[src/sv/lnpe_pkg.sv]
// Package for the line-number program encoder: transaction structs,
// opcode constants and the control structs of the shared shift unit.
// No dependencies.
`default_nettype none

package lnpe_pkg;

   localparam int LNPE_LINE_BITS = 24;
   localparam int LNPE_ADDR_W    = 64;

   // Standard opcodes
   localparam logic [7:0] LNPE_OP_EXTENDED       = 8'd0;
   localparam logic [7:0] LNPE_OP_COPY           = 8'd1;
   localparam logic [7:0] LNPE_OP_ADVANCE_LINE   = 8'd3;
   localparam logic [7:0] LNPE_OP_SET_FILE       = 8'd4;
   localparam logic [7:0] LNPE_OP_SET_COLUMN     = 8'd5;
   localparam logic [7:0] LNPE_OP_PROLOGUE_END   = 8'd10;
   localparam logic [7:0] LNPE_OP_EPILOGUE_BEGIN = 8'd11;

   // Extended opcodes and their lengths
   localparam logic [7:0] LNPE_EXT_LEN_ADDR = 8'd9;
   localparam logic [7:0] LNPE_EXT_SET_ADDR = 8'd2;
   localparam logic [7:0] LNPE_EXT_LEN_END  = 8'd1;
   localparam logic [7:0] LNPE_EXT_END_SEQ  = 8'd1;

   typedef struct packed {
      logic        cmd;
      logic [63:0] address;
      logic [23:0] line;
      logic [15:0] column;
      logic [7:0]  file_index;
      logic        prologue_end;
      logic        epilogue_begin;
   } lnpe_req_type;

   typedef struct packed {
      logic [7:0] byte_value;
      logic       last_byte;
   } lnpe_rsp_type;

   typedef struct packed {
      logic load;  // take load_value, set mode below
      logic step;  // advance by one output byte
      logic leb;   // 1: LEB128 digits of 7 bits, 0: raw bytes
      logic sgn;   // signed LEB128
   } lnpe_unit_ctrl_type;

   typedef struct packed {
      logic [7:0] byte_value;
      logic       last;        // final LEB128 digit
   } lnpe_unit_out_type;

endpackage

`default_nettype wire

[src/sv/lnpe_shift_unit.sv]
// Shared shift unit: emits an address byte by byte or a value as
// ULEB128/SLEB128 digits, one per step. Depends on lnpe_pkg.
`default_nettype none

module lnpe_shift_unit
   import lnpe_pkg::*;
(
   input  wire logic                    clock,
   input  wire lnpe_unit_ctrl_type      ctrl,
   input  wire logic [LNPE_ADDR_W-1:0]  load_value,
   output lnpe_unit_out_type            unit_out
);

   logic [LNPE_ADDR_W-1:0] sh_ff, sh_in;
   logic                   leb_ff, leb_in;
   logic                   sgn_ff, sgn_in;

   logic [6:0]             chunk;
   logic [LNPE_ADDR_W-1:0] rest;
   logic                   leb_last;

   always_comb begin
      chunk = sh_ff[6:0];
      rest  = {{7{sgn_ff & sh_ff[LNPE_ADDR_W-1]}}, sh_ff[LNPE_ADDR_W-1:7]};
      // signed: stop once the rest is pure sign and digit bit 6 agrees
      if (sgn_ff) begin
         leb_last = ((rest == '0) && !chunk[6]) || ((&rest) && chunk[6]);
      end else begin
         leb_last = (rest == '0);
      end
      unit_out.last       = leb_last;
      unit_out.byte_value = leb_ff ? {~leb_last, chunk} : sh_ff[7:0];

      sh_in  = sh_ff;
      leb_in = leb_ff;
      sgn_in = sgn_ff;
      if (ctrl.load) begin
         sh_in  = load_value;
         leb_in = ctrl.leb;
         sgn_in = ctrl.sgn;
      end else if (ctrl.step) begin
         sh_in = leb_ff ? rest : {8'd0, sh_ff[LNPE_ADDR_W-1:8]};
      end
   end

   always_ff @(posedge clock) begin
      sh_ff  <= sh_in;
      leb_ff <= leb_in;
      sgn_ff <= sgn_in;
   end

endmodule

`default_nettype wire

[src/sv/line_number_program_encoder.sv]
// Line-number program encoder. A row transaction is taken while idle, then its
// 12 to 26 bytes leave at one per cycle while the consumer keeps rsp_ready high;
// address bytes and LEB128 digits come from the shared shift unit.
// A finish after rows produces 3 bytes; a finish with no rows produces none.
// req_ready is high only between items. Synchronous reset: held line and
// file return to 1, no rows seen, output empty.
`default_nettype none

module line_number_program_encoder
   import lnpe_pkg::*;
#(
   parameter int LINE_BITS = LNPE_LINE_BITS
)
(
   input  wire logic         clock,
   input  wire logic         reset,
   input  wire logic         req_valid,
   output logic              req_ready,
   input  wire lnpe_req_type req_data,
   output logic              rsp_valid,
   input  wire logic         rsp_ready,
   output lnpe_rsp_type      rsp_data
);

   typedef enum logic [2:0] {
      S_IDLE, S_HDR, S_ADDR, S_OP, S_LEB, S_TAIL, S_FIN
   } state_type;

   state_type              state_ff, state_in;
   logic [2:0]             cnt_ff, cnt_in;
   logic [LINE_BITS-1:0]   held_line_ff, held_line_in;
   logic [7:0]             held_file_ff, held_file_in;
   logic                   rows_seen_ff, rows_seen_in;
   logic                   file_pend_ff, file_pend_in;
   logic                   line_pend_ff, line_pend_in;
   logic                   col_pend_ff, col_pend_in;
   logic                   pro_ff, pro_in;
   logic                   epi_ff, epi_in;
   logic [7:0]             file_ff, file_in;
   logic [15:0]            col_ff, col_in;
   logic [LINE_BITS:0]     delta_ff, delta_in;
   logic [7:0]             op_ff, op_in;
   logic                   rsp_valid_ff, rsp_valid_in;
   lnpe_rsp_type           rsp_data_ff, rsp_data_in;

   lnpe_unit_ctrl_type     ctrl;
   lnpe_unit_out_type      unit_out;
   logic [LNPE_ADDR_W-1:0] load_value;

   logic                   out_free;
   logic                   emit;
   logic [7:0]             emit_byte;
   logic                   emit_last;
   logic                   go_next;
   logic [LINE_BITS-1:0]   line_m;

   lnpe_shift_unit u_shift_unit (
      .clock      (clock),
      .ctrl       (ctrl),
      .load_value (load_value),
      .unit_out   (unit_out)
   );

   assign req_ready = (state_ff == S_IDLE);
   assign rsp_valid = rsp_valid_ff;
   assign rsp_data  = rsp_data_ff;
   assign out_free  = !rsp_valid_ff || rsp_ready;
   assign line_m    = LINE_BITS'(req_data.line);

   always_comb begin
      state_in     = state_ff;
      cnt_in       = cnt_ff;
      held_line_in = held_line_ff;
      held_file_in = held_file_ff;
      rows_seen_in = rows_seen_ff;
      file_pend_in = file_pend_ff;
      line_pend_in = line_pend_ff;
      col_pend_in  = col_pend_ff;
      pro_in       = pro_ff;
      epi_in       = epi_ff;
      file_in      = file_ff;
      col_in       = col_ff;
      delta_in     = delta_ff;
      op_in        = op_ff;
      ctrl         = '0;
      load_value   = req_data.address;
      emit         = 1'b0;
      emit_byte    = LNPE_OP_EXTENDED;
      emit_last    = 1'b0;
      go_next      = 1'b0;

      case (state_ff)
         S_IDLE: begin
            if (req_valid) begin
               if (req_data.cmd) begin
                  if (rows_seen_ff) begin
                     state_in = S_FIN;
                     cnt_in   = 3'd0;
                  end
                  held_line_in = LINE_BITS'(1);
                  held_file_in = 8'd1;
                  rows_seen_in = 1'b0;
               end else begin
                  ctrl.load    = 1'b1;
                  file_pend_in = (req_data.file_index != held_file_ff);
                  held_file_in = req_data.file_index;
                  file_in      = req_data.file_index;
                  line_pend_in = (line_m != held_line_ff);
                  delta_in     = {1'b0, line_m} - {1'b0, held_line_ff};
                  held_line_in = line_m;
                  col_pend_in  = (req_data.column != 16'd0);
                  col_in       = req_data.column;
                  pro_in       = req_data.prologue_end;
                  epi_in       = req_data.epilogue_begin;
                  rows_seen_in = 1'b1;
                  cnt_in       = 3'd0;
                  state_in     = S_HDR;
               end
            end
         end
         S_HDR: begin
            if (out_free) begin
               emit = 1'b1;
               case (cnt_ff)
                  3'd0:    emit_byte = LNPE_OP_EXTENDED;
                  3'd1:    emit_byte = LNPE_EXT_LEN_ADDR;
                  3'd2:    emit_byte = LNPE_EXT_SET_ADDR;
                  default: emit_byte = LNPE_OP_EXTENDED;
               endcase
               if (cnt_ff == 3'd2) begin
                  cnt_in   = 3'd0;
                  state_in = S_ADDR;
               end else begin
                  cnt_in = cnt_ff + 3'd1;
               end
            end
         end
         S_ADDR: begin
            if (out_free) begin
               emit      = 1'b1;
               emit_byte = unit_out.byte_value;
               ctrl.step = 1'b1;
               if (cnt_ff == 3'd7) begin
                  go_next = 1'b1;
               end else begin
                  cnt_in = cnt_ff + 3'd1;
               end
            end
         end
         S_OP: begin
            if (out_free) begin
               emit      = 1'b1;
               emit_byte = op_ff;
               state_in  = S_LEB;
            end
         end
         S_LEB: begin
            if (out_free) begin
               emit      = 1'b1;
               emit_byte = unit_out.byte_value;
               ctrl.step = 1'b1;
               go_next   = unit_out.last;
            end
         end
         S_TAIL: begin
            if (out_free) begin
               emit = 1'b1;
               if (pro_ff) begin
                  emit_byte = LNPE_OP_PROLOGUE_END;
                  pro_in    = 1'b0;
               end else if (epi_ff) begin
                  emit_byte = LNPE_OP_EPILOGUE_BEGIN;
                  epi_in    = 1'b0;
               end else begin
                  emit_byte = LNPE_OP_COPY;
                  emit_last = 1'b1;
                  state_in  = S_IDLE;
               end
            end
         end
         S_FIN: begin
            if (out_free) begin
               emit = 1'b1;
               case (cnt_ff)
                  3'd0:    emit_byte = LNPE_OP_EXTENDED;
                  3'd1:    emit_byte = LNPE_EXT_LEN_END;
                  3'd2:    emit_byte = LNPE_EXT_END_SEQ;
                  default: emit_byte = LNPE_OP_EXTENDED;
               endcase
               if (cnt_ff == 3'd2) begin
                  emit_last = 1'b1;
                  state_in  = S_IDLE;
               end else begin
                  cnt_in = cnt_ff + 3'd1;
               end
            end
         end
         default: begin
            state_in = S_IDLE;
         end
      endcase

      // Pick the next optional field (or the tail when none is left); its opcode
      // goes out first, then the unit (loaded here) streams its LEB128 digits.
      if (go_next) begin
         ctrl.leb = 1'b1;
         if (file_pend_ff) begin
            ctrl.load    = 1'b1;
            load_value   = LNPE_ADDR_W'(file_ff);
            op_in        = LNPE_OP_SET_FILE;
            file_pend_in = 1'b0;
            state_in     = S_OP;
         end else if (line_pend_ff) begin
            ctrl.load    = 1'b1;
            ctrl.sgn     = 1'b1;
            load_value   = {{(LNPE_ADDR_W-LINE_BITS-1){delta_ff[LINE_BITS]}}, delta_ff};
            op_in        = LNPE_OP_ADVANCE_LINE;
            line_pend_in = 1'b0;
            state_in     = S_OP;
         end else if (col_pend_ff) begin
            ctrl.load   = 1'b1;
            load_value  = LNPE_ADDR_W'(col_ff);
            op_in       = LNPE_OP_SET_COLUMN;
            col_pend_in = 1'b0;
            state_in    = S_OP;
         end else begin
            state_in = S_TAIL;
         end
      end

      rsp_valid_in = (rsp_valid_ff && !rsp_ready) || emit;
      rsp_data_in  = emit ? lnpe_rsp_type'{byte_value: emit_byte, last_byte: emit_last}
                          : rsp_data_ff;
   end

   always_ff @(posedge clock) begin
      if (reset) begin
         state_ff     <= S_IDLE;
         cnt_ff       <= 3'd0;
         held_line_ff <= LINE_BITS'(1);
         held_file_ff <= 8'd1;
         rows_seen_ff <= 1'b0;
         file_pend_ff <= 1'b0;
         line_pend_ff <= 1'b0;
         col_pend_ff  <= 1'b0;
         pro_ff       <= 1'b0;
         epi_ff       <= 1'b0;
         rsp_valid_ff <= 1'b0;
      end else begin
         state_ff     <= state_in;
         cnt_ff       <= cnt_in;
         held_line_ff <= held_line_in;
         held_file_ff <= held_file_in;
         rows_seen_ff <= rows_seen_in;
         file_pend_ff <= file_pend_in;
         line_pend_ff <= line_pend_in;
         col_pend_ff  <= col_pend_in;
         pro_ff       <= pro_in;
         epi_ff       <= epi_in;
         rsp_valid_ff <= rsp_valid_in;
      end
      file_ff     <= file_in;
      col_ff      <= col_in;
      delta_ff    <= delta_in;
      op_ff       <= op_in;
      rsp_data_ff <= rsp_data_in;
   end

endmodule

`default_nettype wire

[config.mk]
export PLATFORM = sky130hd
export DESIGN_NAME = line_number_program_encoder
export DESIGN_NICKNAME = d
export VERILOG_FILES = /design/src/sv/lnpe_pkg.sv /design/src/sv/lnpe_shift_unit.sv /design/src/sv/line_number_program_encoder.sv
export SDC_FILE = /design/constraint.sdc
export NUM_CORES = 1
export LEC_CHECK = 0
export ABC_AREA = 1
export ABC_CLOCK_PERIOD_IN_PS = 5000
export BUFFER_PORTS_ARGS = -buffer_cell sky130_fd_sc_hd__buf_2
export CAP_MARGIN = 40
export CORE_MARGIN = 3
export CORE_UTILIZATION = 55
export DETAILED_ROUTE_END_ITERATION = 16
export PLACE_DENSITY = 0.8
export SYNTH_ARGS = -nofsm -noshare
export SYNTH_HDL_FRONTEND = slang
export SYNTH_HIERARCHICAL = 1
export SYNTH_SLANG_ARGS = --single-unit
export TNS_END_PERCENT = 50
[constraint.sdc]
create_clock -name clock -period 5 [get_ports clock]
set_clock_uncertainty 0.2 [all_clocks]
set_input_delay 0 -clock clock [delete_from_list [all_inputs] [get_ports clock]]
set_output_delay 0 -clock clock [all_outputs]
set_load 0.02 [all_outputs]
==> Word-level counts from Yosys, hierarchy flattened <==
Index checks and enable logic that the tools add are counted.
W data, S select, Z words.
{ "totals": {"mem_bits_rw": 0, "input_bits": 119, "out_inout_bits": 11, "mem_count": 0, "wordCells": 185, "rom_bits": 0, "register_bits": 172, "latch_bits": 0} }
{ "op_classes": {"n_shift": 0, "muxes": 99, "bitwise_logic": 4, "eq_ne": 32, "multipliers": 0, "magnitude_cmp": 0, "n_reduce_logical": 28, "add_sub_neg": 2, "n_div": 0} }
{ "op_table": {"columns": ["op", "count"], "rows": [
  ["$mux W64", 7],
  ["$mux W3", 27],
  ["$logic_not A64 Y1", 1],
  ["$reduce_and A58 Y1", 1],
  ["$mux W1", 48],
  ["$pmux W8 S5", 1],
  ["$sub A24 B24 Y25", 1],
  ["$mux W24", 1],
  ["$mux W8", 3],
  ["$ne A24 B24 Y1", 1],
  ["$ne A3 B3 Y1 const B", 8],
  ["$ne A2 B2 Y1 const B", 9],
  ["$pmux W3 S6", 1],
  ["$mux W4", 4],
  ["$reduce_bool A16 Y1", 1],
  ["$eq A3 B3 Y1 const B", 4],
  ["$pmux W3 S4", 1],
  ["$reduce_and A11 Y1", 1],
  ["$eq A3 B2 Y1 const B", 3],
  ["$ne A8 B8 Y1", 1],
  ["$pmux W1 S2", 4],
  ["$pmux W4 S2", 1],
  ["$reduce_and A8 Y1", 1],
  ["$eq A3 B1 Y1 const B", 2],
  ["other kinds (20)", 33]
]} }

==> Depth between registers and ports, before layout <==
Gate-level depths: netlist of run 1.
{ "logic_depth": {"ltp_word": 9, "ltp_mapped": 23, "mapped_depth_nobuf": 19} }

==> Cells and area by module <==
The synthesis of run 1 kept the hierarchy.
{ "modules_own_cells": {"columns": ["mod", "area_each_um2", "instances", "cells_per_inst", "seq_area_each_um2"], "rows": [
  ["line_number_program_encoder", 6638.9, 1, 895, 2732.6],
  ["lnpe_shift_unit", 3683.5, 1, 458, 1981.9]
]} }

==> Worst setup path after synthesis of run 1 <==
OpenSTA, ideal clock, no wires.
{ "synth_path": {"path_type": "register -> register", "start": "register u_shift_unit.sh_ff[60]", "end": "register u_shift_unit.sh_ff[0] (enable)", "n_path_buf": 3, "path_stages_with_launch": 20, "setup_slack_ns": 1.520, "period_less_slack_ns": 3.480, "setup_ns": 0.394, "t_required_ns": 4.406, "t_arrival_ns": 2.885, "cell_sequence": "edfxtp_1 nor2_1 nand2_1 nor2_1 nand2_1 nor2_1 nand2_1 nand2_1 buf_4 inv_1 nand3_1 nand2_1 inv_2 nand2_2 nor2_2 inv_2 buf_2 nand2_1 buf_2 or2_2"} }
{ "synth_rtl": {"columns": ["item", "line_no", "rtl"], "rows": [
  ["from (decl)", "lnpe_shift_unit.sv:14", "logic [LNPE_ADDR_W-1:0] sh_ff, sh_in;"],
  ["from (signal assigned)", "lnpe_shift_unit.sv:47", "sh_ff <= sh_in;"]
]} }

==> results of run 1 <==
## worst paths after layout
check	from	end	slack [ns]	depth (start not counted)
worst max register to register	u_shift_unit/sh_ff[54]	u_shift_unit/sh_ff[59]	1.11	19
worst max-delay path	u_shift_unit/sh_ff[54]	u_shift_unit/sh_ff[59]	1.11	19
worst min-delay path	req_data[20]	col_ff[10]	0.11	2
worst min register to register	rows_seen_ff	rows_seen_ff	0.27	2
## Yosys cell counts (14+ instances only)
cell type / count
inv_1: 103
buf_2: 32
o21ai_0: 28
nand3_1: 53
a21oi_1: 180
nor2_1: 182
edfxtp_1: 127
nand4_1: 20
o21a_1: 41
dfxtp_1: 45
xor2_1: 14
nand2_1: 415
ha_1: 28
## what timing repair did
action	in CTS	in global routing
hold buffers	140	0
endpoints found under the hold margin	155	0
endpoints found under the setup margin	0	0
resized for setup	0	0
## through the flow
stage          cells  instance area (um2)  power [W]  setup WS (ns)
6_report        1841                13110   0.006138          1.109
5_1_grt         1841                13110   0.006473         0.8853
4_1_cts         1839                13100   0.006052          1.241
3_5_place_dp    1667                11080   0.004567          1.266
3_3_place_gp    1664                11010   0.004493          1.334
2_1_floorplan   1353                10320   0.003998          1.520
## final cells by class
| cell class | instances | area (um2) | share of cell area |
|---|---|---|---|
| multi-input combinational | 1014 | 4886 | 0.3727 |
| sequential | 172 | 4715 | 0.3596 |
| timing repair buffer | 279 | 2175 | 0.1659 |
| clock buffer | 19 | 452.9 | 0.03455 |
| inverter | 113 | 424.2 | 0.03236 |
| tap | 229 | 286.5 | 0.02186 |
| clock inverter | 13 | 165.2 | 0.01260 |
| antenna | 2 | 5.005 | 0.0003818 |
## power by group through the flow
stage | clock network [W] | logic [W] | registers (W)
4_1_cts | 0.00139 | 0.00210 | 0.00255
5_1_grt | 0.00145 | 0.00240 | 0.00262
3_3_place_gp | 0 | 0.00194 | 0.00255
3_5_place_dp | 0 | 0.00199 | 0.00258
6_report | 0.00139 | 0.00217 | 0.00258
2_1_floorplan | 0 | 0.00148 | 0.00252
## layout by cell type, fill, tap and decap left out, types with 4 or more instances in the layout
cell,n
a21oi_1,180
a22o_1,10
buf_2,129
buf_4,7
clkbuf_16,17
dfxtp_1,45
dlygate4sd3_1,140
edfxtp_1,127
ha_1,28
inv_1,103
inv_2,9
nand2_1,414
nand3_1,53
nand4_1,20
nor2_1,181
nor2_2,4
nor3_1,8
o21a_1,41
o21ai_0,28
xnor2_1,5
xor2_1,14
## sequential cells by signal, summed over array words and instances, names as in the netlist, 8 cells and up
name                count
u_shift_unit/sh_ff     64
delta_ff               25
held_line_ff           24
col_ff                 16
rsp_data                9
file_ff                 8
held_file_ff            8
## cells by family (layout without fill, tap and decap cells)
logic type / count (synthesis) / in the layout / share of synthesized area
compound gates: 270 / 270 / 0.1472
fa+ha+maj: 29 / 29 / 0.03588
other cells: 0 / 2 / 0
xor+xnor: 19 / 19 / 0.01612
buf+inv: 167 / 424 / 0.07042
flops: 172 / 172 / 0.4567
simple gates: 696 / 696 / 0.2737
## routing by layer
layer	vias up	GRT usage	wire [um]
met3	126	0.05526	2669
met4	0	0.1556	1515
met2	627	0.5148	15080
li1	4990	-	-
met5	-	0	0
met1	4789	0.3601	11750
==> results.cfg, run 1 <==
[outcome]
status = completed

[drt]
drc_errors = 0
viasPerCell = 5.721
routed_wl_um = 31020
dr.pass1.iters = 6
ant_nets = 0
routed-via-count = 10530
drt_iter0_drc = 996
wl_per_cell_um = 16.85

[sta]
finalSetupTns_ns = 0
max_clock_freq_ghz = 0.2570
finalHoldViolCount = 0
maxSlewHeadroom = 0.4465
fin_crit_sh = 0.7783
drv_slew = 0
rsz0062_at_grt = false
hold_ws_ns = 0.1130
finalSetupViolations = 0
worst_pin_slew_ns = 0.8257
fin_crit_ns = 3.891

[finish]
finalNetCount = 1745
fillers = 1307
fin_util = 0.7199
drive_gt1_frac = 0.1199
synthToLayoutAreaGrowth_pct = 26.99

[placed_design]
dp_hpwl_um = 19700
io_buffers = 129
gp_congestion = 0.9274

[global_route]
grt_pass1_wl_um = 48620
grt_antenna_before_repair = 2
grt-ovfl-total = 0
grt_use_total = 0.3001
grt_pass1_vias = 10040
grt_max_degree = 80

[synth]
syn-cell-area_um2 = 10320
synth_cells = 1353
async_flop_share = 0
synth-seq-area-share = 0.4567
synth_top_area_frac = 0.3695
post-synth-top-area-cell = edfxtp_1
ys.flop_type = edfxtp_1
synth_cell_types = 42
yosysWarnings = 6
synth_seq_cells = 172
synth_area_leaders = edfxtp_1 (37%), nand2_1 (15%), a21oi_1 (8.7%)
synth_edf_count = 127
mappedNetlistNets = 1501
avgSynthCellArea_um2 = 7.629

[clocking]
cts-buffers-inserted = 17
clk_latency_ns = 0.44
clock_path_buffers = 2
cts.reportedPaths.clkPinSlew_ns = 0.07
cts-root-buf = clkbuf_16
postCtsSetupRepairBufs = 0
cts.sinks = 172
cts_tree = built
htree_num_levels = 4

[floorplanning]
initial_core_util = 0.5669
die_h_um = 143.0
die_area_um2 = 20450
core_area_um2 = 18210
rows = 49
io_pins = 130
die_w_um = 143.0

[pwr]
pwr-share-comb = 0.353
power_frac_clock = 0.227
p_int_w = 0.003775
p_per_area_nw_per_um2 = 468.3
pwr-share-seq = 0.420
leakagePower_nw = 5.658
swShare = 0.3850
switching_power_w = 0.002363
irDropWorstVdd_uv = 302.4

[setup_path]
critPathKind = reg2reg
critPathTopFamily = simple AND/OR/NAND/NOR gates
slowest_delay_ns = 0.56
slowest_stage = inv_2
crit_fanout = 38
path_cells = nand2_1 > inv_1 > nand2_1 > nor2_1 > nand2_1 > nor2_1 > nand2_1 > nand2_1 > inv_1 > nand3_1 > nand2_1 > inv_2 > nand2_2 > nor2_2 > inv_2 > nand2_2 > inv_2 > nand4_1 > nand2_1
crit_top_cell = nand2_1
crit_buf_inv = 5
startpoint_type = flip-flop
crit_path_end_kind = flip-flop
crit_required_ns = 5.08
cp.arrival_ns = 3.97

[hold_path]
worst_hold_path_type = in2reg

[run]
maxCapViolations = 0
Power figures use the tool's default switching activity.
==> run 2, diff against run 1 <==
--- a/config.mk
+++ b/config.mk
@@ -6,7 +6,7 @@
 export NUM_CORES = 1
 export LEC_CHECK = 0
 export ABC_AREA = 1
-export ABC_CLOCK_PERIOD_IN_PS = 5000
+export ABC_CLOCK_PERIOD_IN_PS = 3790
 export BUFFER_PORTS_ARGS = -buffer_cell sky130_fd_sc_hd__buf_2
 export CAP_MARGIN = 40
 export CORE_MARGIN = 3
==> constraint.sdc (replaced) <==
create_clock -name clock -period 3.79 [get_ports clock]
set_clock_uncertainty 0.2 [all_clocks]
set_input_delay 0 -clock clock [delete_from_list [all_inputs] [get_ports clock]]
set_output_delay 0 -clock clock [all_outputs]
set_load 0.02 [all_outputs]
==> run 2 against run 1 <==
Register-to-register slack worse by 0.73 ns; routed wire length down 2.5%; largest cell class unchanged; critical path depth up 1; maximum frequency up 14%; utilization down 0.45 points; critical path type unchanged; count of clock-buffer cells in the layout unchanged; die area unchanged.
==> results.cfg, run 2 (same netlist as run 1, synthesis figures left out) <==
[global_route]
grt_antenna_before_repair = 3
grt_pass1_wl_um = 48110
grt-ovfl-total = 0
grt_pass1_vias = 9950
grt_max_degree = 78
grt_use_total = 0.2978

[sta]
rsz0062_at_grt = false
finalSetupTns_ns = 0
finalSetupViolations = 0
maxSlewHeadroom = 0.3761
max_clock_freq_ghz = 0.2928
fin_crit_sh = 0.9012
drv_slew = 0
worst_pin_slew_ns = 0.9344
hold_ws_ns = 0.08937
fin_ws_ns = 0.3745
finalHoldViolCount = 0
fin_crit_ns = 3.415

[floorplanning]
die_area_um2 = 20450
initial_core_util = 0.5669
die_w_um = 143.0
core_area_um2 = 18210
die_h_um = 143.0
rows = 49
io_pins = 130

[finish]
drive_gt1_frac = 0.1210
regMostFlops = u_shift_unit/sh_ff
final_cell_mix = nand2_1 (414), nor2_1 (181), a21oi_1 (180), dlygate4sd3_1 (137), buf_2 (129)
finalNetCount = 1747
fillers = 1328
regArea_um2 = 4715
multiInputGateArea_um2 = 4886
largest_register_ffs = 64
stdcell_count = 1844
layout_commonest_cell = nand2_1
largest_registers = u_shift_unit/sh_ff x64, delta_ff x25, held_line_ff x24
synthToLayoutAreaGrowth_pct = 26.21

[pwr]
irDropWorstVdd_uv = 372.2
leakagePower_nw = 5.607
p_per_area_nw_per_um2 = 605.0

[clocking]
cts.reportedPaths.clkPinSlew_ns = 0.07
cts_resized = 0
clock_path_buffers = 2
cts.sinks = 172
cts-root-buf = clkbuf_16
clk_latency_ns = 0.44
cts_tree = built
cts-buffers-inserted = 17
htree_num_levels = 4

[drt]
dr.pass1.iters = 6
drt_iter0_drc = 1058
drc_errors = 0
routed_wl_um = 30240
ant_nets = 0
routed-via-count = 10350
wl_per_cell_um = 16.40
viasPerCell = 5.615

[placed_design]
dp_hpwl_um = 19590
dp_slack_ns = 0.4610
gp_congestion = 0.9039
placed_cells = 1672
io_buffers = 129

[run]
maxCapViolations = 0

[setup_path]
startpoint_type = flip-flop
crit_path_end_kind = flip-flop
critPathKind = reg2reg
cp.arrival_ns = 3.44
crit_required_ns = 3.81
crit_fanout = 32

[hold_path]
worst_hold_path_type = in2reg

[outcome]
status = completed
## run 2: worst max-delay path, stage by stage, from the launching register on
cell      delay (ns)
edfxtp_1        0.44
nand2_1         0.11
inv_1           0.04
nand2_1         0.08
nor2_1          0.06
nand2_1         0.07
nor2_1          0.04
nand2_1         0.06
nand2_1         0.05
inv_1           0.07
nand3_1         0.10
nand2_1         0.09
inv_2           0.04
nand2_2         0.06
nor2_2          0.06
inv_2           0.36
nand2_2         0.12
inv_2           0.36
buf_4           0.41
nor2_1          0.08
a21oi_1         0.28
## run 2: power breakdown
part	internal [W]	leakage, nW	switching, W
clock	0.000839	0.241	0.000757
combinational	0.00103	3.80	0.00188
sequential	0.00290	1.57	0.000473
total	0.00477	5.61	0.00311
## run 2: per-layer routing
layer,up-vias,share of wire,global-route usage
met5,-,0.00023,0
met4,2,0.046,0.1361
met3,122,0.082,0.07100
met2,512,0.50,0.5158
met1,4721,0.38,0.3505
li1,4997,-,-
## run 2: area by class of cell
type                    instances  share of cell area
well taps                     229             0.02199
multi-input cells            1014              0.3750
repair buffers                281              0.1675
diodes                          3           0.0005763
inverters                     113             0.03256
flip-flops and latches        172              0.3619
clock buffers                  19             0.03323
clock inverters                13            0.007203
## run 2: worst paths after layout
check / start / end / slack, ns / cells after the start
worst max register to register: u_shift_unit/sh_ff[26] / u_shift_unit/sh_ff[35] / 0.37 / 20
worst max-delay path: u_shift_unit/sh_ff[26] / u_shift_unit/sh_ff[35] / 0.37 / 20
worst min register to register: held_line_ff[1] / held_line_ff[1] / 0.27 / 2
worst min-delay path: req_data[13] / col_ff[3] / 0.09 / 2
## run 2: repair_timing
action                                  CTS  global route
setup buffers                             0             0
hold endpoints to repair                156             0
endpoints found under the setup margin    0             0
hold buffers                            137             0
## run 2: per-stage QoR
stage,utilization,total power [W],cell area (um2)
final,0.7155,0.007882,13030
after global routing,0.7152,0.008365,13020
after CTS,0.7150,0.007794,13020
after detailed placement,0.6108,0.006079,11120
after global placement,0.6078,0.005967,11070
after floorplan,-,0.005275,10320
